$ cat src/sv/cbe_pkg.sv
// ----------------------------------------------------------------------------
// cbe_pkg
// Shared types, widths and sample-weight functions for the easing evaluator.
// ----------------------------------------------------------------------------
`default_nettype none

package cbe_pkg;

  // Curve sampling: SAMPLE_POINTS parameters u_i = i / SAMPLE_POINTS (power of two)
  localparam int SAMPLE_POINTS = 64;
  localparam int IDX_W         = $clog2(SAMPLE_POINTS);
  localparam int SEARCH_STEPS  = $clog2(SAMPLE_POINTS - 1);
  localparam int N3_SHIFT      = 3 * IDX_W;

  // Sample arithmetic widths
  localparam int K_W   = N3_SHIFT;
  localparam int K3_W  = N3_SHIFT + 16;
  localparam int P_W   = K_W + 16;
  localparam int SUM_W = N3_SHIFT + 18;
  localparam int X_W   = SUM_W - N3_SHIFT;

  // Parameter u in Q.16 and the interpolation divider
  localparam int U_W        = 17;
  localparam int U_ONE      = 65536;
  localparam int FRAC_SHIFT = 16 - IDX_W;
  localparam int R_W        = 16 + FRAC_SHIFT;
  localparam int Q_W        = 18;
  localparam int DIV_BITS   = 2;
  localparam int DIV_STEPS  = Q_W / DIV_BITS;
  localparam int D_W        = X_W + 1;

  // Output format
  localparam int EASED_W   = 15;
  localparam int EASED_MAX = 16383;
  localparam int EASED_MIN = -16384;
  localparam int S_W       = 66;
  localparam int YF_W      = S_W - 48;

  // Configuration register indexes
  localparam int CFG_IDX_W = 2;
  typedef enum logic [CFG_IDX_W-1:0] {
    REG_CTRL1_X = 2'd0,
    REG_CTRL1_Y = 2'd1,
    REG_CTRL2_X = 2'd2,
    REG_CTRL2_Y = 2'd3
  } cfg_reg_t;

  typedef struct packed {
    logic        [15:0] c1x;
    logic signed [14:0] c1y;
    logic        [15:0] c2x;
    logic signed [14:0] c2y;
  } cfg_t;

  // Search window carried between search steps
  typedef struct packed {
    logic [IDX_W-1:0] l;
    logic [IDX_W-1:0] r;
    logic [15:0]      prog;
  } srch_t;

  // Divider state carried between divider steps
  typedef struct packed {
    logic [IDX_W-1:0] left;
    logic             pos;
    logic             ovf;
    logic [X_W-1:0]   d;
    logic [D_W-1:0]   rem;
    logic [Q_W-1:0]   low;
    logic [Q_W-1:0]   q;
  } div_t;

  // Weight of ctrl1_x in sample i: 3*i*(N-i)^2
  function automatic logic [K_W-1:0] coef1(input logic [IDX_W-1:0] i);
    longint a;
    longint b;
    a = longint'(i);
    b = longint'(SAMPLE_POINTS) - a;
    return K_W'(3 * a * b * b);
  endfunction

  // Weight of ctrl2_x in sample i: 3*i^2*(N-i)
  function automatic logic [K_W-1:0] coef2(input logic [IDX_W-1:0] i);
    longint a;
    longint b;
    a = longint'(i);
    b = longint'(SAMPLE_POINTS) - a;
    return K_W'(3 * a * a * b);
  endfunction

  // End point term plus rounding half: i^3*32768 + N^3/2
  function automatic logic [K3_W-1:0] coef3(input logic [IDX_W-1:0] i);
    longint a;
    a = longint'(i);
    return K3_W'(a * a * a * 32768 + (longint'(1) <<< (N3_SHIFT - 1)));
  endfunction

endpackage

`default_nettype wire

$ cat src/sv/cbe_search_step.sv
// ----------------------------------------------------------------------------
// cbe_search_step
// One binary-search step over the sampled curve x values, two stages deep.
// ----------------------------------------------------------------------------
`default_nettype none

module cbe_search_step (
  input  wire               clk,
  input  wire               rst,
  input  wire               en,
  input  cbe_pkg::cfg_t     cfg,
  input  wire               in_valid,
  input  cbe_pkg::srch_t    in_srch,
  output logic              out_valid,
  output cbe_pkg::srch_t    out_srch
);

  logic [cbe_pkg::IDX_W:0]      mid_sum;
  logic [cbe_pkg::IDX_W-1:0]    mid;

  logic                         a_valid;
  cbe_pkg::srch_t               a_srch;
  logic                         a_active;
  logic [cbe_pkg::IDX_W-1:0]    a_mid;
  logic [cbe_pkg::P_W-1:0]      a_p1;
  logic [cbe_pkg::P_W-1:0]      a_p2;
  logic [cbe_pkg::K3_W-1:0]     a_k3;

  logic [cbe_pkg::SUM_W-1:0]    x_sum;
  logic [cbe_pkg::X_W-1:0]      x_mid;
  cbe_pkg::srch_t               b_srch;

  // Pick the midpoint and weigh its sample
  assign mid_sum = {1'b0, in_srch.l} + {1'b0, in_srch.r} + 1'b1;
  assign mid     = mid_sum[cbe_pkg::IDX_W:1];

  always_ff @(posedge clk) begin
    if (rst) begin
      a_valid <= 1'b0;
    end else if (en) begin
      a_valid <= in_valid;
    end
  end

  always_ff @(posedge clk) begin
    if (en) begin
      a_srch   <= in_srch;
      a_active <= (in_srch.r - in_srch.l) > cbe_pkg::IDX_W'(1);
      a_mid    <= mid;
      a_p1     <= cbe_pkg::P_W'(cbe_pkg::coef1(mid)) * cbe_pkg::P_W'(cfg.c1x);
      a_p2     <= cbe_pkg::P_W'(cbe_pkg::coef2(mid)) * cbe_pkg::P_W'(cfg.c2x);
      a_k3     <= cbe_pkg::coef3(mid);
    end
  end

  // Form the sample and narrow the window
  assign x_sum = cbe_pkg::SUM_W'(a_p1) + cbe_pkg::SUM_W'(a_p2) + cbe_pkg::SUM_W'(a_k3);
  assign x_mid = x_sum[cbe_pkg::SUM_W-1:cbe_pkg::N3_SHIFT];

  always_comb begin
    b_srch = a_srch;
    if (a_active) begin
      if (cbe_pkg::X_W'(a_srch.prog) < x_mid) begin
        b_srch.r = a_mid;
      end else begin
        b_srch.l = a_mid;
      end
    end
  end

  always_ff @(posedge clk) begin
    if (rst) begin
      out_valid <= 1'b0;
    end else if (en) begin
      out_valid <= a_valid;
    end
  end

  always_ff @(posedge clk) begin
    if (en) begin
      out_srch <= b_srch;
    end
  end

endmodule

`default_nettype wire

$ cat config.mk
export PLATFORM = sky130hd
export DESIGN_NAME = cbe_search_step
export DESIGN_NICKNAME = d
export VERILOG_FILES = /design/src/sv/cbe_pkg.sv /design/src/sv/cbe_search_step.sv
export SDC_FILE = /design/constraint.sdc
export NUM_CORES = 2
export LEC_CHECK = 0
export BUFFER_PORTS_ARGS = -buffer_cell sky130_fd_sc_hd__buf_2
export CAP_MARGIN = 10
export CORE_AREA = 2 2 241 302
export CTS_BUF_LIST = sky130_fd_sc_hd__clkbuf_4 sky130_fd_sc_hd__clkbuf_8
export CTS_CLUSTER_SIZE = 30
export DETAILED_ROUTE_END_ITERATION = 8
export DIE_AREA = 0 0 243 304
export GPL_ROUTABILITY_DRIVEN = 1
export PLACE_DENSITY = 0.73
export SLEW_MARGIN = 20
export SYNTH_ARGS = -nofsm -noshare
export SYNTH_HDL_FRONTEND = slang
export SYNTH_SLANG_ARGS = --single-unit
$ cat constraint.sdc
create_clock -name clk -period 35.5 [get_ports clk]
set_clock_uncertainty 0.1 [all_clocks]
set_input_delay 1.775 -clock clk [delete_from_list [all_inputs] [get_ports clk]]
set_output_delay 1.775 -clock clk [all_outputs]
set_load 0.03 [all_outputs]
# Word level (Yosys, flattened, before mapping)
# Cells that the tools add are included.
# classes
multipliers	9
order_cmp	2
n_mux	3
addsub	7
# ops
cell	count
multiplier 18 x 16 -> 34 bit	2
adder 35 x 34 -> 36 bit	1
adder 34 x 34 -> 35 bit	1
adder 33 x 18 -> 34 bit (second input constant)	1
less-than comparator 16 x 18 -> 1 bit	1
multiplier 12 x 6 -> 18 bit	1
multiplier 15 x 8 -> 18 bit	1
multiplier 17 x 8 -> 18 bit	1
multiplier 9 x 8 -> 17 bit	1
multiplier 8 x 6 -> 14 bit	1
multiplier 6 x 6 -> 12 bit	1
2-to-1 mux 12 bit	1
2-to-1 mux 6 bit	2
multiplier 2 x 6 -> 8 bit (first input constant)	1
subtractor 7 x 6 -> 8 bit (first input constant)	1
adder 6 x 6 -> 7 bit	1
adder 7 x 1 -> 7 bit (second input constant)	1
greater-than comparator 6 x 1 -> 1 bit (second input constant)	1
subtractor 6 bit	1
# word_totals
word_cells	34
reg_bits	167

# Depth between registers and ports, before layout
# logic_depth
word_depth	6
ltp_mapped	71
ltp_nobuf	66

# Worst setup path after synthesis
# No wires, ideal clock.
# synth_timing
path_kind	input to register
start	in in_srch[16] in the netlist's numbering
end	reg a_p1[29] in the netlist's numbering, data pin
n_path_buf	5
required_ps	35140
slack_ps	17584
path_stages	64
t_arrival_ps	17556
setup_time_ps	260
cell_sequence	inv_1 -> ha_1 -> fa_1 -> o21bai_1 -> a21oi_4 -> xnor2_2 -> clkbuf_1 -> inv_1 -> buf_1 -> ha_1 -> a21oi_1 -> o21bai_1 -> a21oi_1 -> ha_1 -> clkbuf_1 -> nand2b_1 -> fa_1 -> fa_1 -> [28 not listed] -> inv_1 -> fa_1 -> inv_1 -> fa_1 -> inv_1 -> fa_1 -> inv_1 -> fa_1 -> inv_1 -> ha_1 -> and3_1 -> a221oi_1 -> o2111a_1 -> o21ai_0 -> nand3_1 -> or3b_2 -> a21oi_1 -> xnor2_1
# synth_via
elab_chain_cells	6
elab_cells_between_ends	7
# synth_lines
element	line	source
from (decl)	cbe_search_step.sv:13	input cbe_pkg::srch_t in_srch,
adder 6 x 6 -> 7 bit (*)	cbe_search_step.sv:34	assign mid_sum = {1'b0, in_srch.l} + {1'b0, in_srch.r} + 1'b1;
adder 7 x 1 -> 7 bit (*)	cbe_search_step.sv:34	
net mid_sum (one bit)	cbe_search_step.sv:18	logic [cbe_pkg::IDX_W:0] mid_sum;
multiplier 2 x 6 -> 8 bit / subtractor 7 x 6 -> 8 bit (equally long branches)	cbe_pkg.sv:79, cbe_pkg.sv:78	
multiplier 9 x 8 -> 17 bit	cbe_pkg.sv:79	return K_W'(3 * a * b * b);
multiplier 17 x 8 -> 18 bit (*)	cbe_pkg.sv:79	
multiplier 18 x 16 -> 34 bit (*)	cbe_search_step.sv:50	a_p1 <= cbe_pkg::P_W'(cbe_pkg::coef1(mid)) * cbe_pkg::P_W'(cfg.c1x);
to (signal assigned)	cbe_search_step.sv:50	
to (decl)	cbe_search_step.sv:25	logic [cbe_pkg::P_W-1:0] a_p1;
# Mark *: on every way through the listed nets, which the timed path passes. The rest lies on a longest branch.
# A chain may end at the register's enable or synchronous reset.

# Final worst setup path
# layout_timing
start	in in_srch[24] in the netlist's numbering
end	reg a_p1[32] in the netlist's numbering, data pin
# layout_via
elab_chain_cells	6
elab_cells_between_ends	7
# layout_lines
element	line
adder 6 x 6 -> 7 bit (*)	cbe_search_step.sv:34
adder 7 x 1 -> 7 bit (*)	cbe_search_step.sv:34
multiplier 2 x 6 -> 8 bit / subtractor 7 x 6 -> 8 bit (equally long branches)	cbe_pkg.sv:79, cbe_pkg.sv:78
multiplier 9 x 8 -> 17 bit	cbe_pkg.sv:79
multiplier 17 x 8 -> 18 bit (*)	cbe_pkg.sv:79
multiplier 18 x 16 -> 34 bit (*)	cbe_search_step.sv:50
# Every way passes the cells marked *; elsewhere a longest branch is shown, timed or not.

==> results.sh <==
export IMPL_status="complete, no violations"
export IMPL_initial_core_util_pct=55.4
export IMPL_synth_area_top_cells="fa_1 34%, ha_1 15%, edfxtp_1 11%, inv_1 8.5%, nand2_1 5.0%"
export IMPL_fin_crit_sh_pct=53.5
export IMPL_crit_type="in -> reg"
export IMPL_postRouteAntennaNets=0
export IMPL_port_buffers=92
export IMPL_period_minus_slack_ns=18.99
export IMPL_synth_distinct_cells=88
export IMPL_clk_pin_slew_ns=0.09
export IMPL_cts_root_buf="clkbuf_8"
export IMPL_ctsHoldBuffers=0
export IMPL_grt_pass1_wl_um=152000
export IMPL_cts_htree_levels=4
export IMPL_syn_avg_cell_area_um2=9.06
export IMPL_setup_viol=0
export IMPL_boundaryPins=123
export IMPL_cts_setup_buffers=0
export IMPL_antenna_found_initial=0
export IMPL_crit_path_max_fanout=34
export IMPL_die_y_um=304
export IMPL_drive_gt1_share_pct=5.69
export IMPL_gp_congestion=0.930
export IMPL_relSlewSlack_pct=25.6
export IMPL_vias_per_cell=5.50
export IMPL_max_stage_delay_ns=0.78
export IMPL_hp_class="reg -> reg"
export IMPL_die_x_um=243
export IMPL_dr_pass1_iters=5
export IMPL_setup_tns_ns=0
export IMPL_die_area_um2=73900
export IMPL_post_route_drc_count=0
export IMPL_synth_top_area_share_pct=34.3
export IMPL_grt_pass1_vias=30400
export IMPL_core_area_um2=71300
export IMPL_worst_endpoint_required_ns=35.64
export IMPL_grt_max_degree=82
export IMPL_finalHoldViolations=0
export IMPL_grt_util_all_layers_pct=25.5
export IMPL_cts_made_buffers=17
export IMPL_cp_start_kind="input pin"
export IMPL_critPathMostFrequentCell="fa_1"
export IMPL_wl_um=91400
export IMPL_ys_flop_type="edfxtp_1"
export IMPL_synth_async_reset_ratio_pct=0
export IMPL_ys_ff_latch=151
export IMPL_synth_nets=5604
export IMPL_insertion_delay_ns=0.50
export IMPL_yosysSeqAreaShare_pct=11.4
export IMPL_worst_path_max_delay_cell="nand2_1"
export IMPL_fin_nets=5570
export IMPL_numClockSinks=151
export IMPL_end_kind="register"
export IMPL_area_delta_synth_final_pct=4.46
export IMPL_synth_edf_count=149
export IMPL_max_cap_violations=0
export IMPL_rsz0062_at_grt="no"
export IMPL_fp_row_count=110
export IMPL_hpwl_um=73500
export IMPL_syn_area_um2=39500
export IMPL_netlist_instances=4359
export IMPL_cts_tree="yes"
export IMPL_worstMarginPinSlew_ns=1.11
export IMPL_overflow=0
export IMPL_cts_resized_gates=0
export IMPL_arrival_ns=19.13
export IMPL_drtIter0Drc=1625
export IMPL_max_freq_mhz=52.7
export IMPL_ys_warnings_count=0
export IMPL_yosysTopAreaCell="fa_1"
export IMPL_via_count=29100
export IMPL_fin_hold_ws_ns=0.361
export IMPL_routedWlPerCell_um=17.3
export IMPL_cts_buffer_depth=2
export IMPL_maxSlewViolCount=0
## cell families after synthesis
| logic type | Yosys count | synth area share, % |
|---|---|---|
| compound gates | 421 | 7.31 |
| xor+xnor | 189 | 4.60 |
| fa+ha+maj | 1151 | 49.3 |
| buf+inv | 1080 | 10.4 |
| flops | 151 | 11.4 |
| mux | 32 | 0.865 |
| simple gates | 1335 | 16.1 |
## area by class of cell
cell class              instances  area (um2)
multi-input cells            3128       31000
fillers                      6298       30000
flip-flops and latches        151        4510
inverters                     896        3360
well taps                     952        1190
repair buffers                131         759
clock buffers                  17         234
clock inverters                15         165
diodes                          1        2.50
## final timing paths
path | slack (ns) | startpoint | cells past startpoint | to
worst min-delay path | 0.36 | a_srch[14] | 0 | out_srch[14]
worst max-delay path | 16.51 | in_srch[24] | 61 | a_p1[32]
worst min register to register | 0.36 | a_srch[14] | 0 | out_srch[14]
worst max register to register | 29.03 | a_mid[0] | 18 | out_srch[23]
## worst max-delay path, delay by kind of cell
family,cells,cell delay (ns)
AND/OR/NAND/NOR,9,2.38
adder cells (fa/ha/maj),19,8.78
AO/OA/AOI/OAI,15,4.08
XOR/XNOR,2,0.35
buffers and inverters,16,1.75
## registers in the layout (all words and copies together) (netlist names)
| name | flops |
|---|---|
| out_srch | 28 |
| a_p2 | 34 |
| a_srch | 28 |
| a_p1 | 34 |
| a_valid | 1 |
| out_valid | 1 |
| a_mid | 6 |
| a_active | 1 |
| a_k3 | 18 |
## per-stage QoR
| step | util, % | cell area, um2 | setup WS [ns] | instances |
|---|---|---|---|---|
| 2_1_floorplan | - | 39500 | 17.58 | 4359 |
| 3_3_place_gp | 57.3 | 40800 | 16.16 | 5258 |
| 5_1_grt | 57.9 | 41200 | 15.57 | 5290 |
| 6_report | 57.9 | 41200 | 16.51 | 5291 |
| 3_5_place_dp | 57.3 | 40800 | 16.03 | 5258 |
| 4_1_cts | 57.9 | 41200 | 16.56 | 5290 |
## cell usage after synthesis, drive strengths merged (57+ instances only)
| master | n |
|---|---|
| nand2 | 521 |
| nor2 | 228 |
| xnor2 | 124 |
| ha | 474 |
| nand3 | 150 |
| xor2 | 57 |
| nor2b | 57 |
| a21oi | 116 |
| o21ai | 66 |
| clkbuf | 151 |
| inv | 895 |
| and2 | 209 |
| fa | 677 |
| edfxtp | 149 |
## cell usage in the layout (no fill, tap or decap), types with 23 or more instances in the layout
cell      count
fa_1        676
a41o_1       27
a21o_1       56
and2_1      203
buf_4        39
nand2_1     521
inv_1       893
xnor2_1     106
ha_1        474
nor2_1      225
nor2b_1      55
o21ai_0      62
buf_2        91
xor2_1       53
o21bai_1     31
a21oi_1     113
edfxtp_1    149
nand3_1     149
nand2b_1     48
and3_1       34
nor3_1       23
## per-layer routing
metal	global-route usage (%)	wire, um	up-vias	share of wire [%]
met5	0	0	-	0
met4	8.99	3050	0	3.3
met3	3.14	4610	166	5.0
met2	46.0	47000	790	51
met1	31.5	36700	14600	40
li1	-	-	13600	-
Power is not shown: default switching activity piles up to over one toggle a cycle in this logic, so the estimate is an artifact.
