### src/sv/cbe_pkg.sv
// ----------------------------------------------------------------------------
// cbe_pkg
// Shared types, widths and sample-weight functions for the easing evaluator.
// ----------------------------------------------------------------------------
`default_nettype none

package cbe_pkg;

  // Curve sampling: SAMPLE_POINTS parameters u_i = i / SAMPLE_POINTS (power of two)
  localparam int SAMPLE_POINTS = 64;
  localparam int IDX_W         = $clog2(SAMPLE_POINTS);
  localparam int SEARCH_STEPS  = $clog2(SAMPLE_POINTS - 1);
  localparam int N3_SHIFT      = 3 * IDX_W;

  // Sample arithmetic widths
  localparam int K_W   = N3_SHIFT;
  localparam int K3_W  = N3_SHIFT + 16;
  localparam int P_W   = K_W + 16;
  localparam int SUM_W = N3_SHIFT + 18;
  localparam int X_W   = SUM_W - N3_SHIFT;

  // Parameter u in Q.16 and the interpolation divider
  localparam int U_W        = 17;
  localparam int U_ONE      = 65536;
  localparam int FRAC_SHIFT = 16 - IDX_W;
  localparam int R_W        = 16 + FRAC_SHIFT;
  localparam int Q_W        = 18;
  localparam int DIV_BITS   = 2;
  localparam int DIV_STEPS  = Q_W / DIV_BITS;
  localparam int D_W        = X_W + 1;

  // Output format
  localparam int EASED_W   = 15;
  localparam int EASED_MAX = 16383;
  localparam int EASED_MIN = -16384;
  localparam int S_W       = 66;
  localparam int YF_W      = S_W - 48;

  // Configuration register indexes
  localparam int CFG_IDX_W = 2;
  typedef enum logic [CFG_IDX_W-1:0] {
    REG_CTRL1_X = 2'd0,
    REG_CTRL1_Y = 2'd1,
    REG_CTRL2_X = 2'd2,
    REG_CTRL2_Y = 2'd3
  } cfg_reg_t;

  typedef struct packed {
    logic        [15:0] c1x;
    logic signed [14:0] c1y;
    logic        [15:0] c2x;
    logic signed [14:0] c2y;
  } cfg_t;

  // Search window carried between search steps
  typedef struct packed {
    logic [IDX_W-1:0] l;
    logic [IDX_W-1:0] r;
    logic [15:0]      prog;
  } srch_t;

  // Divider state carried between divider steps
  typedef struct packed {
    logic [IDX_W-1:0] left;
    logic             pos;
    logic             ovf;
    logic [X_W-1:0]   d;
    logic [D_W-1:0]   rem;
    logic [Q_W-1:0]   low;
    logic [Q_W-1:0]   q;
  } div_t;

  // Weight of ctrl1_x in sample i: 3*i*(N-i)^2
  function automatic logic [K_W-1:0] coef1(input logic [IDX_W-1:0] i);
    longint a;
    longint b;
    a = longint'(i);
    b = longint'(SAMPLE_POINTS) - a;
    return K_W'(3 * a * b * b);
  endfunction

  // Weight of ctrl2_x in sample i: 3*i^2*(N-i)
  function automatic logic [K_W-1:0] coef2(input logic [IDX_W-1:0] i);
    longint a;
    longint b;
    a = longint'(i);
    b = longint'(SAMPLE_POINTS) - a;
    return K_W'(3 * a * a * b);
  endfunction

  // End point term plus rounding half: i^3*32768 + N^3/2
  function automatic logic [K3_W-1:0] coef3(input logic [IDX_W-1:0] i);
    longint a;
    a = longint'(i);
    return K3_W'(a * a * a * 32768 + (longint'(1) <<< (N3_SHIFT - 1)));
  endfunction

endpackage

`default_nettype wire

### src/sv/cbe_div_step.sv
// ----------------------------------------------------------------------------
// cbe_div_step
// One restoring-division stage that retires DIV_BITS quotient bits.
// ----------------------------------------------------------------------------
`default_nettype none

module cbe_div_step (
  input  wire             clk,
  input  wire             rst,
  input  wire             en,
  input  wire             in_valid,
  input  cbe_pkg::div_t   in_div,
  output logic            out_valid,
  output cbe_pkg::div_t   out_div
);

  cbe_pkg::div_t          nxt;
  logic [cbe_pkg::D_W-1:0] trial;

  // Shift in dividend bits and subtract where the divisor fits
  always_comb begin
    nxt   = in_div;
    trial = '0;
    for (int k = 0; k < cbe_pkg::DIV_BITS; k++) begin
      trial   = {nxt.rem[cbe_pkg::D_W-2:0], nxt.low[cbe_pkg::Q_W-1]};
      nxt.low = {nxt.low[cbe_pkg::Q_W-2:0], 1'b0};
      if (trial >= cbe_pkg::D_W'(nxt.d)) begin
        nxt.rem = trial - cbe_pkg::D_W'(nxt.d);
        nxt.q   = {nxt.q[cbe_pkg::Q_W-2:0], 1'b1};
      end else begin
        nxt.rem = trial;
        nxt.q   = {nxt.q[cbe_pkg::Q_W-2:0], 1'b0};
      end
    end
  end

  always_ff @(posedge clk) begin
    if (rst) begin
      out_valid <= 1'b0;
    end else if (en) begin
      out_valid <= in_valid;
    end
  end

  always_ff @(posedge clk) begin
    if (en) begin
      out_div <= nxt;
    end
  end

endmodule

`default_nettype wire

### config.mk
export PLATFORM = sky130hd
export DESIGN_NAME = cbe_div_step
export DESIGN_NICKNAME = d
export VERILOG_FILES = /design/src/sv/cbe_pkg.sv /design/src/sv/cbe_div_step.sv
export SDC_FILE = /design/constraint.sdc
export NUM_CORES = 1
export LEC_CHECK = 0
export ABC_AREA = 1
export BUFFER_PORTS_ARGS = -buffer_cell sky130_fd_sc_hd__buf_2
export CORE_UTILIZATION = 45
export CTS_CLUSTER_SIZE = 14
export DETAILED_ROUTE_END_ITERATION = 10
export PLACE_DENSITY = 0.72
export SLEW_MARGIN = 10
export SYNTH_ARGS = -nofsm -noshare
export SYNTH_HDL_FRONTEND = slang
export SYNTH_SLANG_ARGS = --single-unit
export TNS_END_PERCENT = 30
### constraint.sdc
create_clock -name clk -period 7.2 [get_ports clk]
set_clock_uncertainty 0.1 [all_clocks]
set_input_delay 0.72 -clock clk [delete_from_list [all_inputs] [get_ports clk]]
set_output_delay 0.72 -clock clk [all_outputs]
set_load 0.01 [all_outputs]
# Yosys cells after proc, flatten, opt, wreduce, memory -nomap -nowiden
# Cells that the tools add are included.
[totals] register_bits=80 input_bits=85 elab_cells=16
[op_classes] add_sub_neg=2 order_cmp=2 mux=4
[ops] op="19-bit by 18-bit >= comparator with 1-bit output" count=2
[ops] op="19-bit two-way mux" count=1
[ops] op="19-bit by 18-bit subtractor with 19-bit output" count=1
[ops] op="18-bit two-way mux" count=1
[ops] op="18-bit subtractor" count=1
[ops] op="1-bit two-way mux" count=2

# Longest topological paths before layout
# Gate-level depths: netlist (run 1).
[logic_depth] word_depth=4 ltp_mapped=31 mapped_depth_nobuf=28

# Least setup slack after synthesis (run 1)
# OpenSTA, ideal clock, no wires.
[synth_path] kind="input -> register" start="input port in_div[64] in the netlist's numbering" end="register out_div[49] in the netlist's numbering, data pin" setup_ns=0.253 t_arrival_ns=3.545 slack_ns=3.302 cell_stages=26 cell_sequence="inv_1 ha_1 nand2_1 nor2_1 and2_1 nand3b_1 nand4_2 inv_1 buf_2 buf_6 nand2_1 nand2_1 ha_1 nand2_1 nand2_1 a21oi_1 nand2_1 nand2_1 nand3_1 nand2_1 nand2_1 inv_2 nand3_4 buf_6 nand2_1 nand2_1"
[synth_rtl] element="start, declared" line="cbe_div_step.sv:12" source="input cbe_pkg::div_t in_div,"
[synth_rtl] element="end signal, assigned" line="cbe_div_step.sv:47" source="out_div <= nxt;"
[synth_rtl] element="end, declared" line="cbe_div_step.sv:14" source="output cbe_pkg::div_t out_div"

==> key figures, run 1 <==
Pwr
  – Worst vdd ir: 173 uV
  – P_leak: 3.30 nW
  – P per Cell Area: between 200 and 300 nW/um^2

STA
  – Tcrit/Tclk final: 0.691
  – Slew Limit Fails: 0
  – Setup violations, final: 0
  – Max-slew headroom: 0.347
  – Minimum clock period: 4.97 ns
  – RSZ-0062 raised after global routing: no
  – Post-route setup TNS: 0 ns
  – Final Hold Vio Count: 0
  – Worst Tran Pin Value: 0.980 ns
  – Peak Freq: about 200 MHz

Cells and area
  – Share of layout cells above drive strength 1: 0.257
  – Final Instance Count excl. Fillers: 938
  – Most frequent cells in the layout: nand2_1, buf_2, inv_1, edfxtp_1, nand3_1
  – Fin nets: 916
  – # diodes: 0
  – Area Growth Syn to Fin: 23.6%
  – Commonest non-fill, non-tap cell in the layout: nand2_1
  – Fillers: between 1k and 1.5k

Floorplanning
  – Die width: 110 um
  – Core ar.: about 11,000 um^2
  – # rows: 38
  – Number of top-level pins: roughly 170
  – Die Area: 12,000 um^2
  – Starting Density: 0.471
  – Die Span Y: 110 um

Routing
  – Drt wl/cell: approximately 15 um
  – First-pass DRT Iterations: 5
  – Post-route ant nets: 0
  – Starting DRT DRC Count: ~330
  – Via count: 4,789
  – DRC viols: 0
  – Total Wirelength: about 14,000 um
  – Via-to-Cell Ratio: 5.11

Logic synthesis
  – Seq/Total Area, Yosys: 0.458
  – Synth Cell Area: 5220 um^2
  – Post-Syn Instances: 628
  – YS warnings: 0
  – Synth Register Bits: 80
  – Distinct cell type count after synthesis: 40
  – Syn avg cell area: 8.31 um^2

Setup path
  – CP Capture Type: flip-flop
  – Critical Path RT: 7.18 ns
  – Slowest stage delay, CP: 0.41 ns
  – Critical R2R Capture: out_valid$_SDFFE_PP0P_
  – Critical Path AT: roughly 5.0 ns
  – Crit path max fanout: 20
  – Slowest stage cell, crit path: ha_1
  – Worst path depth: 24
  – Worst r2r src: out_valid$_SDFFE_PP0P_
  – CP cell instances: buf_2, inv_1, ha_1, nand2_1, nor2_1, and2_1, nand3b_1, nand4_2, buf_4, inv_1, o21ai_1, ha_1, nand2_1, inv_1, a21oi_1, nand2_1, nand2_1, nand3_1, nand2_1, nand2_1, inv_2, nand3_4, nand2_1, nand2_1
  – Startpoint Class: input pin
  – FF-to-FF path depth: 2
  – R2R setup slack: 6.49 ns
  – Family with the most delay on the worst path: simple AND/OR/NAND/NOR gates
  – Worst Path Buf+Inv: 6
  – WS Path Type: in -> reg
  – Most common cell on crit path: nand2_1

Global routing
  – Congestion Overflow GR: 0
  – Initial antenna violation count: 0
  – First-pass GRT wire length: 21,600 um
  – Gr usage total: 0.238
  – Number of global-route vias before repair: 4,556
  – Largest net degree at the start of global routing: 81

Clock tree
  – Setup bufs post-CTS: 0
  – TritonCTS buffer count: 9
  – Htree depth: 3
  – Clk root buf: clkbuf_16
  – CTS tree: yes
  – Maximum root-to-sink buffer count: 2
  – CTS resizes: 0
  – Clock sinks: 80
  – Clk Latency, worst-skew pair: 0.33 ns
  – CTS Hold Bufs: 0
  – Clk slew on worst S/H paths: 0.06 ns

Min path
  – WHS Endpoint: out_valid$_SDFFE_PP0P_
  – HP Class: reg -> reg
  – Hold path depth: 2
  – Hold_sp: out_valid$_SDFFE_PP0P_

Job
  – Max cap viols: 0

Placement
  – Port Buf Inserts: 161
  – DP Cell Count: 922
  – GPL Wtd Cong: ~0.97
  – HPWL Detailed: 10,900 um

Run status
  – Outcome: finished clean
-- power breakdown --
| group | internal, W | total, W | switching (W) |
|---|---|---|---|
| Clock | 0.000303 | 0.000480 | 0.000176 |
| Combinational | 0.000197 | 0.000538 | 0.000341 |
| Sequential | 0.000591 | 0.000606 | 0.0000150 |
-- layout make-up --
type	instances	area (um^2)	area share
multi-input cells	451	2420	0.375
flip-flops and latches	80	2390	0.371
repair buffers	162	816	0.126
inverters	89	334	0.0518
clock buffers	9	225	0.0349
well taps	140	175	0.0271
clock inverters	7	93.8	0.0145
-- routing by layer --
metal,routed length [um],GRT usage
met4,300,0.0857
met3,1240,0.0492
met5,0,0
met1,5750,0.303
met2,6470,0.400
-- Yosys cell counts --
library cell	n	area, um^2
nand2_1	222	833
inv_1	80	300
edfxtp_1	79	2370
nand3_1	45	225
nor2_1	39	146
ha_1	36	450
a21oi_1	26	130
o21ai_0	11	55.1
xor2_1	11	96.3
inv_2	9	33.8
nor3_1	7	35.0
or2_2	7	43.8
xnor2_1	6	52.6
nand3b_1	5	37.5
nand4_1	5	31.3
nand2_2	4	25.0
a31oi_1	3	18.8
buf_4	3	22.5
buf_6	3	33.8
o21ai_1	3	15.0
o21bai_1	3	22.5
buf_2	2	10.0
fa_1	2	40.0
a21o_1	1	7.51
a21oi_2	1	8.76
a21oi_4	1	16.3
a31o_2	1	8.76
and2_1	1	6.26
and3_1	1	6.26
buf_8	1	15.0
conb_1	1	3.75
dfxtp_1	1	20.0
mux2i_1	1	10.0
nand2_8	1	20.0
nand3_2	1	10.0
nand3_4	1	17.5
nand4_2	1	12.5
o211a_1	1	10.0
o311ai_0	1	8.76
or2_4	1	8.76
-- worst register-to-register path, stage by stage (launching register included) --
cell and delay [ns]:
dfxtp_1 0.31, mux2i_1 0.14, nor2_1 0.06
-- sequential cells by signal, summed over array words and instances (netlist names) --
name       count
out_div       79
out_valid      1
-- kinds of logic after synthesis --
| family | Yosys count | share of synthesized area |
|---|---|---|
| xor gates and xnor gates | 17 | 0.0285 |
| AOI/OAI and AO/OA | 52 | 0.0578 |
| adders and majority gates | 38 | 0.0939 |
| other | 1 | 0.000718 |
| buffers and inverters | 98 | 0.0796 |
| and+or+nand+nor | 341 | 0.279 |
| muxes | 1 | 0.00192 |
| DFF | 80 | 0.458 |
-- per-stage QoR --
step | cell area, um^2 | util | setup WS (ns) | total power, W | hold slack (ns)
6_report | 6450 | 0.583 | 2.23 | 0.00162 | 0.415
3_3_place_gp | 6130 | 0.554 | 1.96 | 0.00114 | 0.372
3_5_place_dp | 6130 | 0.554 | 1.94 | 0.00115 | 0.393
5_1_grt | 6450 | 0.583 | 1.77 | 0.00173 | 0.431
2_1_floorplan | 5230 | - | 3.30 | 0.000978 | 0.428
4_1_cts | 6450 | 0.583 | 2.28 | 0.00163 | 0.424
-- worst max path at each step --
stage | to | start
final | out_div[53]$_DFFE_PP_ | in_div[64]
after global routing | out_div[53]$_DFFE_PP_ | in_div[64]
after CTS | out_div[53]$_DFFE_PP_ | in_div[64]
after detailed placement | out_div[53]$_DFFE_PP_ | in_div[64]
after global placement | out_div[53]$_DFFE_PP_ | in_div[61]
after floorplan | out_div[49]$_DFFE_PP_ | in_div[64]
Note: power is estimated with default switching activity, not from simulation.
==> inputs of run 2 (changes only) <==
clock period = 4.7 ns   (was 7.2 ns; I/O delays follow)
==> run 2 against run 1 <==
  * Critical path depth is 1 higher
  * Worst setup slack lost 1.6 ns
  * Die area stayed put
  * Global-route usage down 0.93 points
  * Non-clock buffer count up 2
  * Routed wire length shrank 0.58%
==> key figures, run 2 (synthesis results as in run 1) <==
Run status
  – Outcome: finished clean

Global routing
  – Initial antenna violation count: 0
  – First-pass GRT wire length: 20,700 um
  – Gr usage total: 0.229
  – Congestion Overflow GR: 0
  – Largest net degree at the start of global routing: 81
  – Number of global-route vias before repair: 4,371

Setup path
  – CP Capture Type: flip-flop
  – Critical Path AT: 4.09 ns
  – Family with the most delay on the worst path: simple AND/OR/NAND/NOR gates
  – Worst Path Buf+Inv: 6
  – Worst path depth: 25
  – WS Path Type: in -> reg
  – CP endpoint: out_div[52]$_DFFE_PP_
  – Slowest stage cell, crit path: fa_1
  – Most common cell on crit path: nand2_1
  – Critical Path RT: between 4 and 5 ns
  – Worst r2r src: out_valid$_SDFFE_PP0P_
  – Crit path from: in_div[65]
  – Critical R2R Capture: out_valid$_SDFFE_PP0P_
  – Startpoint Class: input pin
  – Crit path max fanout: 19
  – FF-to-FF path depth: 2
  – R2R setup slack: between 4 and 5 ns
  – Slowest stage delay, CP: around 0.47 ns

Clock tree
  – Clock sinks: 80
  – CTS Hold Bufs: 0
  – CTS resizes: 0
  – Setup bufs post-CTS: 0
  – Clk Latency, worst-skew pair: 0.33 ns
  – Clk slew on worst S/H paths: about 0.060 ns
  – Maximum root-to-sink buffer count: 2
  – CTS tree: yes
  – TritonCTS buffer count: 9
  – Clk root buf: clkbuf_16
  – Htree depth: 3

STA
  – Max-slew headroom: 0.356
  – RSZ-0062 raised after global routing: no
  – Post-route setup TNS: 0 ns
  – Min setup slack post-route: 0.598 ns
  – Minimum clock period: 4.10 ns
  – Tcrit/Tclk final: 0.873
  – Peak Freq: between 200 and 250 MHz
  – Slew Limit Fails: 0
  – Worst Tran Pin Value: 0.966 ns
  – Setup violations, final: 0
  – Final Hold Vio Count: 0

Routing
  – First-pass DRT Iterations: 4
  – Total Wirelength: 13,700 um
  – Starting DRT DRC Count: 228
  – DRC viols: 0
  – Via count: 4,716
  – Via-to-Cell Ratio: ~5
  – Drt wl/cell: 14.6 um
  – Post-route ant nets: 0

Floorplanning
  – Die Area: 12,000 um^2
  – Die width: 110 um
  – Number of top-level pins: 167
  – Core ar.: 11,100 um^2
  – # rows: 38
  – Starting Density: 0.471
  – Die Span Y: 110 um

Cells and area
  – Fin nets: 918
  – Fin area: 6480 um^2
  – Max FFs per register: 79
  – Commonest non-fill, non-tap cell in the layout: nand2_1
  – Area Growth Syn to Fin: 24.1%
  – Share of layout cells above drive strength 1: 0.260
  – Most frequent cells in the layout: nand2_1, buf_2, inv_1, edfxtp_1, nand3_1
  – # diodes: 0
  – Top flop regs: out_div (79), out_valid (1)
  – Reg with most FFs: out_div

Placement
  – GPL Wtd Cong: roughly 0.95
  – HPWL Detailed: ~11,000 um
  – Port Buf Inserts: around 160
  – Pre-CTS WS: 0.300 ns
  – Area post-placement: around 6100 um^2

Job
  – Max cap viols: 0

Pwr
  – P_leak: between 3 and 4 nW
  – P per Cell Area: just under 400 nW/um^2
  – Worst vdd ir: about 240 uV

Min path
  – HP Class: in -> reg
## run 2: worst register-to-register path: cells and delay by family (launching register included)
| kind | cells | cell delay, ns |
|---|---|---|
| DFF | 1 | 0.31 |
| muxes | 1 | 0.12 |
| and+or+nand+nor | 1 | 0.06 |
## run 2: cell type report
type | count | area [um^2]
fillers | 1013 | 4600
multi-input cells | 451 | 2420
flip-flops and latches | 80 | 2390
repair buffers | 164 | 831
inverters | 89 | 334
clock buffers | 9 | 225
well taps | 140 | 175
clock inverters | 7 | 104
## run 2: worst min-delay path by stage
stage	start	slack, ns	end	cells past startpoint
global placement	out_valid$_SDFFE_PP0P_	0.37	out_valid$_SDFFE_PP0P_	2
CTS	rst	0.18	out_valid$_SDFFE_PP0P_	2
global route	in_div[79]	0.19	out_div[79]$_DFFE_PP_	1
finish	rst	0.19	out_valid$_SDFFE_PP0P_	2
floorplan	out_valid$_SDFFE_PP0P_	0.43	out_valid$_SDFFE_PP0P_	2
detailed placement	out_valid$_SDFFE_PP0P_	0.42	out_valid$_SDFFE_PP0P_	2
## run 2: layer usage
layer / vias up / wire length [um] / GRT usage
li1: 2395 / - / -
met3: 20 / 977 / 0.0474
met5: - / 0 / 0
met2: 177 / 6480 / 0.392
met1: 2124 / 5980 / 0.285
met4: 0 / 240 / 0.0810
## run 2: power by group
| part | total (W) | leakage (nW) | switching (W) | internal (W) |
|---|---|---|---|---|
| clock network | 0.000750 | 0.154 | 0.000280 | 0.000471 |
| logic | 0.000828 | 2.38 | 0.000523 | 0.000305 |
| registers | 0.000926 | 0.781 | 0.0000214 | 0.000905 |
| total | 0.00250 | 3.31 | 0.000824 | 0.00168 |
## run 2: per-stage QoR
stage / hold WS (ns) / util / instances / total power [W]
detailed placement: 0.420 / 0.555 / 924 / 0.00176
global placement: 0.372 / 0.555 / 924 / 0.00175
global route: 0.190 / 0.585 / 940 / 0.00266
CTS: 0.183 / 0.585 / 940 / 0.00252
finish: 0.193 / 0.585 / 940 / 0.00250
floorplan: 0.428 / - / 629 / 0.00150
==> inputs of run 3 (changes only) <==
MAX_ROUTING_LAYER = met4   (was default)
==> run 3 against run 2 <==
  * Register-to-register slack hardly changed
  * Critical endpoint unchanged
  * Critical path depth is 2 lower
  * First-iteration DRC count is 27% higher
  * Routed wire length is 2.9% lower
==> key figures, run 3 (synthesis results as in run 1) <==
Run status
  – Outcome: finished clean

Setup path
  – WS Path Type: in -> reg
  – FF-to-FF path depth: 2
  – Critical Path RT: between 4 and 5 ns
  – Worst r2r src: out_valid$_SDFFE_PP0P_
  – R2R setup slack: 4.02 ns
  – Startpoint Class: input pin
  – Critical Path AT: ~4.0 ns
  – Critical R2R Capture: out_valid$_SDFFE_PP0P_
  – Crit path max fanout: 19
  – CP Capture Type: flip-flop

Global routing
  – Largest net degree at the start of global routing: 81
  – Number of global-route vias before repair: 4,382
  – Congestion Overflow GR: 0
  – Initial antenna violation count: 0
  – First-pass GRT wire length: 20,500 um
  – Gr usage total: 0.232

Cells and area
  – Share of layout cells above drive strength 1: 0.258
  – Commonest non-fill, non-tap cell in the layout: nand2_1
  – Fin nets: 918
  – Max FFs per register: a little under 80
  – Area Growth Syn to Fin: 23.5%
  – Reg with most FFs: out_div
  – # diodes: 0
  – Most frequent cells in the layout: nand2_1, buf_2, inv_1, edfxtp_1, nand3_1
  – Top flop regs: out_div (79), out_valid (1)
  – Final Instance Count excl. Fillers: 940

Min path
  – Hold_sp: rst
  – Hold path depth: 2
  – HP Class: in -> reg
  – WHS Endpoint: out_valid$_SDFFE_PP0P_

Clock tree
  – CTS Hold Bufs: 0
  – Htree depth: 3
  – Maximum root-to-sink buffer count: 2
  – Clock sinks: 80
  – Clk slew on worst S/H paths: 0.06 ns
  – TritonCTS buffer count: 9
  – CTS tree: yes
  – Clk root buf: clkbuf_16
  – Setup bufs post-CTS: 0
  – Clk Latency, worst-skew pair: 0.32 ns
  – CTS resizes: 0

STA
  – Slew Limit Fails: 0
  – Tcrit/Tclk final: 0.863
  – RSZ-0062 raised after global routing: no
  – Minimum clock period: 4.06 ns
  – Max-slew headroom: 0.356
  – Peak Freq: between 200 and 250 MHz
  – Min setup slack post-route: 0.644 ns
  – Setup violations, final: 0
  – Worst Tran Pin Value: 0.965 ns
  – Final Hold Vio Count: 0
  – Post-route setup TNS: 0 ns

Floorplanning
  – Die Span Y: 110 um
  – # rows: 38
  – Core ar.: 11,100 um^2
  – Number of top-level pins: 167
  – Die width: 110 um
  – Die Area: 12,000 um^2
  – Starting Density: 0.471

Placement
  – GPL Wtd Cong: 0.963
  – Pre-CTS WS: 0.300 ns
  – DP Cell Count: 924
  – HPWL Detailed: 10,900 um
  – Port Buf Inserts: 161

Routing
  – Via-to-Cell Ratio: 4.97
  – Total Wirelength: 13,300 um
  – Drt wl/cell: 14.1 um
  – Via count: between 4k and 5k
  – Post-route ant nets: 0
  – First-pass DRT Iterations: 5
  – DRC viols: 0
  – Starting DRT DRC Count: 289

Pwr
  – P_sw: 0.000803 W
  – Clock power share: 0.279
  – P per Cell Area: 376 nW/um^2
  – Int Pwr: 0.00162 W
  – Switching Fraction: 0.331
  – Worst vdd ir: 271 uV
  – Power share of the sequential group: 0.381
  – Comb pwr share: 0.340
  – P_leak: ~3.3 nW

Job
  – Max cap viols: 0
[run 3: changes by cell type in the layout (fill, tap and decap cells not counted), sizes merged]
| cell | previous run | this run |
|---|---|---|
| clkinv | 1 | 3 |
| bufinv | 2 | 1 |
| clkbuf | 9 | 10 |
| clkinvlp | 2 | 1 |
| inv | 91 | 90 |
[run 3: critical path, stage by stage]
cell and delay [ns]:
buf_2 0.10, inv_1 0.14, ha_1 0.27, inv_1 0.12, nor2_1 0.07, nand2_1 0.08
inv_1 0.04, a21oi_1 0.18, nand4_2 0.12, buf_4 0.22, o21ai_0 0.45, inv_1 0.12
fa_1 0.47, o21ai_0 0.29, nand2_1 0.08, nand2_1 0.18, nand3_1 0.09, nand2_1 0.15
nand2_1 0.10, nand3_1 0.10, nand2_1 0.06, nand2_1 0.06, nand2_1 0.06
[run 3: worst max path at each step]
stage                from                    end  slack (ns)  cells past startpoint
2_1_floorplan  in_div[64]  out_div[49]$_DFFE_PP_        1.05                     26
3_3_place_gp   in_div[61]  out_div[53]$_DFFE_PP_        0.34                     25
3_5_place_dp   in_div[72]  out_div[52]$_DFFE_PP_        0.30                     23
4_1_cts        in_div[62]  out_div[53]$_DFFE_PP_        0.65                     25
5_1_grt        in_div[62]  out_div[52]$_DFFE_PP_        0.26                     25
6_report       in_div[72]  out_div[52]$_DFFE_PP_        0.64                     23
[run 3: per-layer routing]
metal	GRT usage	part of all wire	wire length [um]
met2	0.385	0.47	6200
met3	0.0391	0.064	855
met5	-	0	0
met1	0.287	0.45	5960
met4	0.0810	0.020	265
[run 3: per-stage QoR]
step | util | area (um^2) | total power (W) | hold slack [ns]
finish | 0.582 | 6450 | 0.00243 | 0.197
global route | 0.582 | 6450 | 0.00258 | 0.184
CTS | 0.582 | 6450 | 0.00244 | 0.185
detailed placement | 0.555 | 6150 | 0.00176 | 0.389
global placement | 0.555 | 6150 | 0.00175 | 0.372
floorplan | - | 5230 | 0.00150 | 0.428
[run 3: area by class of cell]
| cell class | instances | area, um^2 |
|---|---|---|
| Tap cell | 140 | 175 |
| Inverter | 89 | 334 |
| Clock buffer | 10 | 229 |
| Timing Repair Buffer | 164 | 831 |
| Clock inverter | 6 | 67.6 |
| Multi-Input combinational cell | 451 | 2420 |
| Fill cell | 1024 | 4630 |
| Sequential cell | 80 | 2390 |
[run 3: power by group through the flow]
stage | Clock (W) | Sequential, W | Combinational, W
finish | 0.000676 | 0.000924 | 0.000826
floorplan | 0 | 0.000995 | 0.000503
global route | 0.000720 | 0.000934 | 0.000925
detailed placement | 0 | 0.000941 | 0.000819
global placement | 0 | 0.000937 | 0.000809
CTS | 0.000686 | 0.000926 | 0.000823
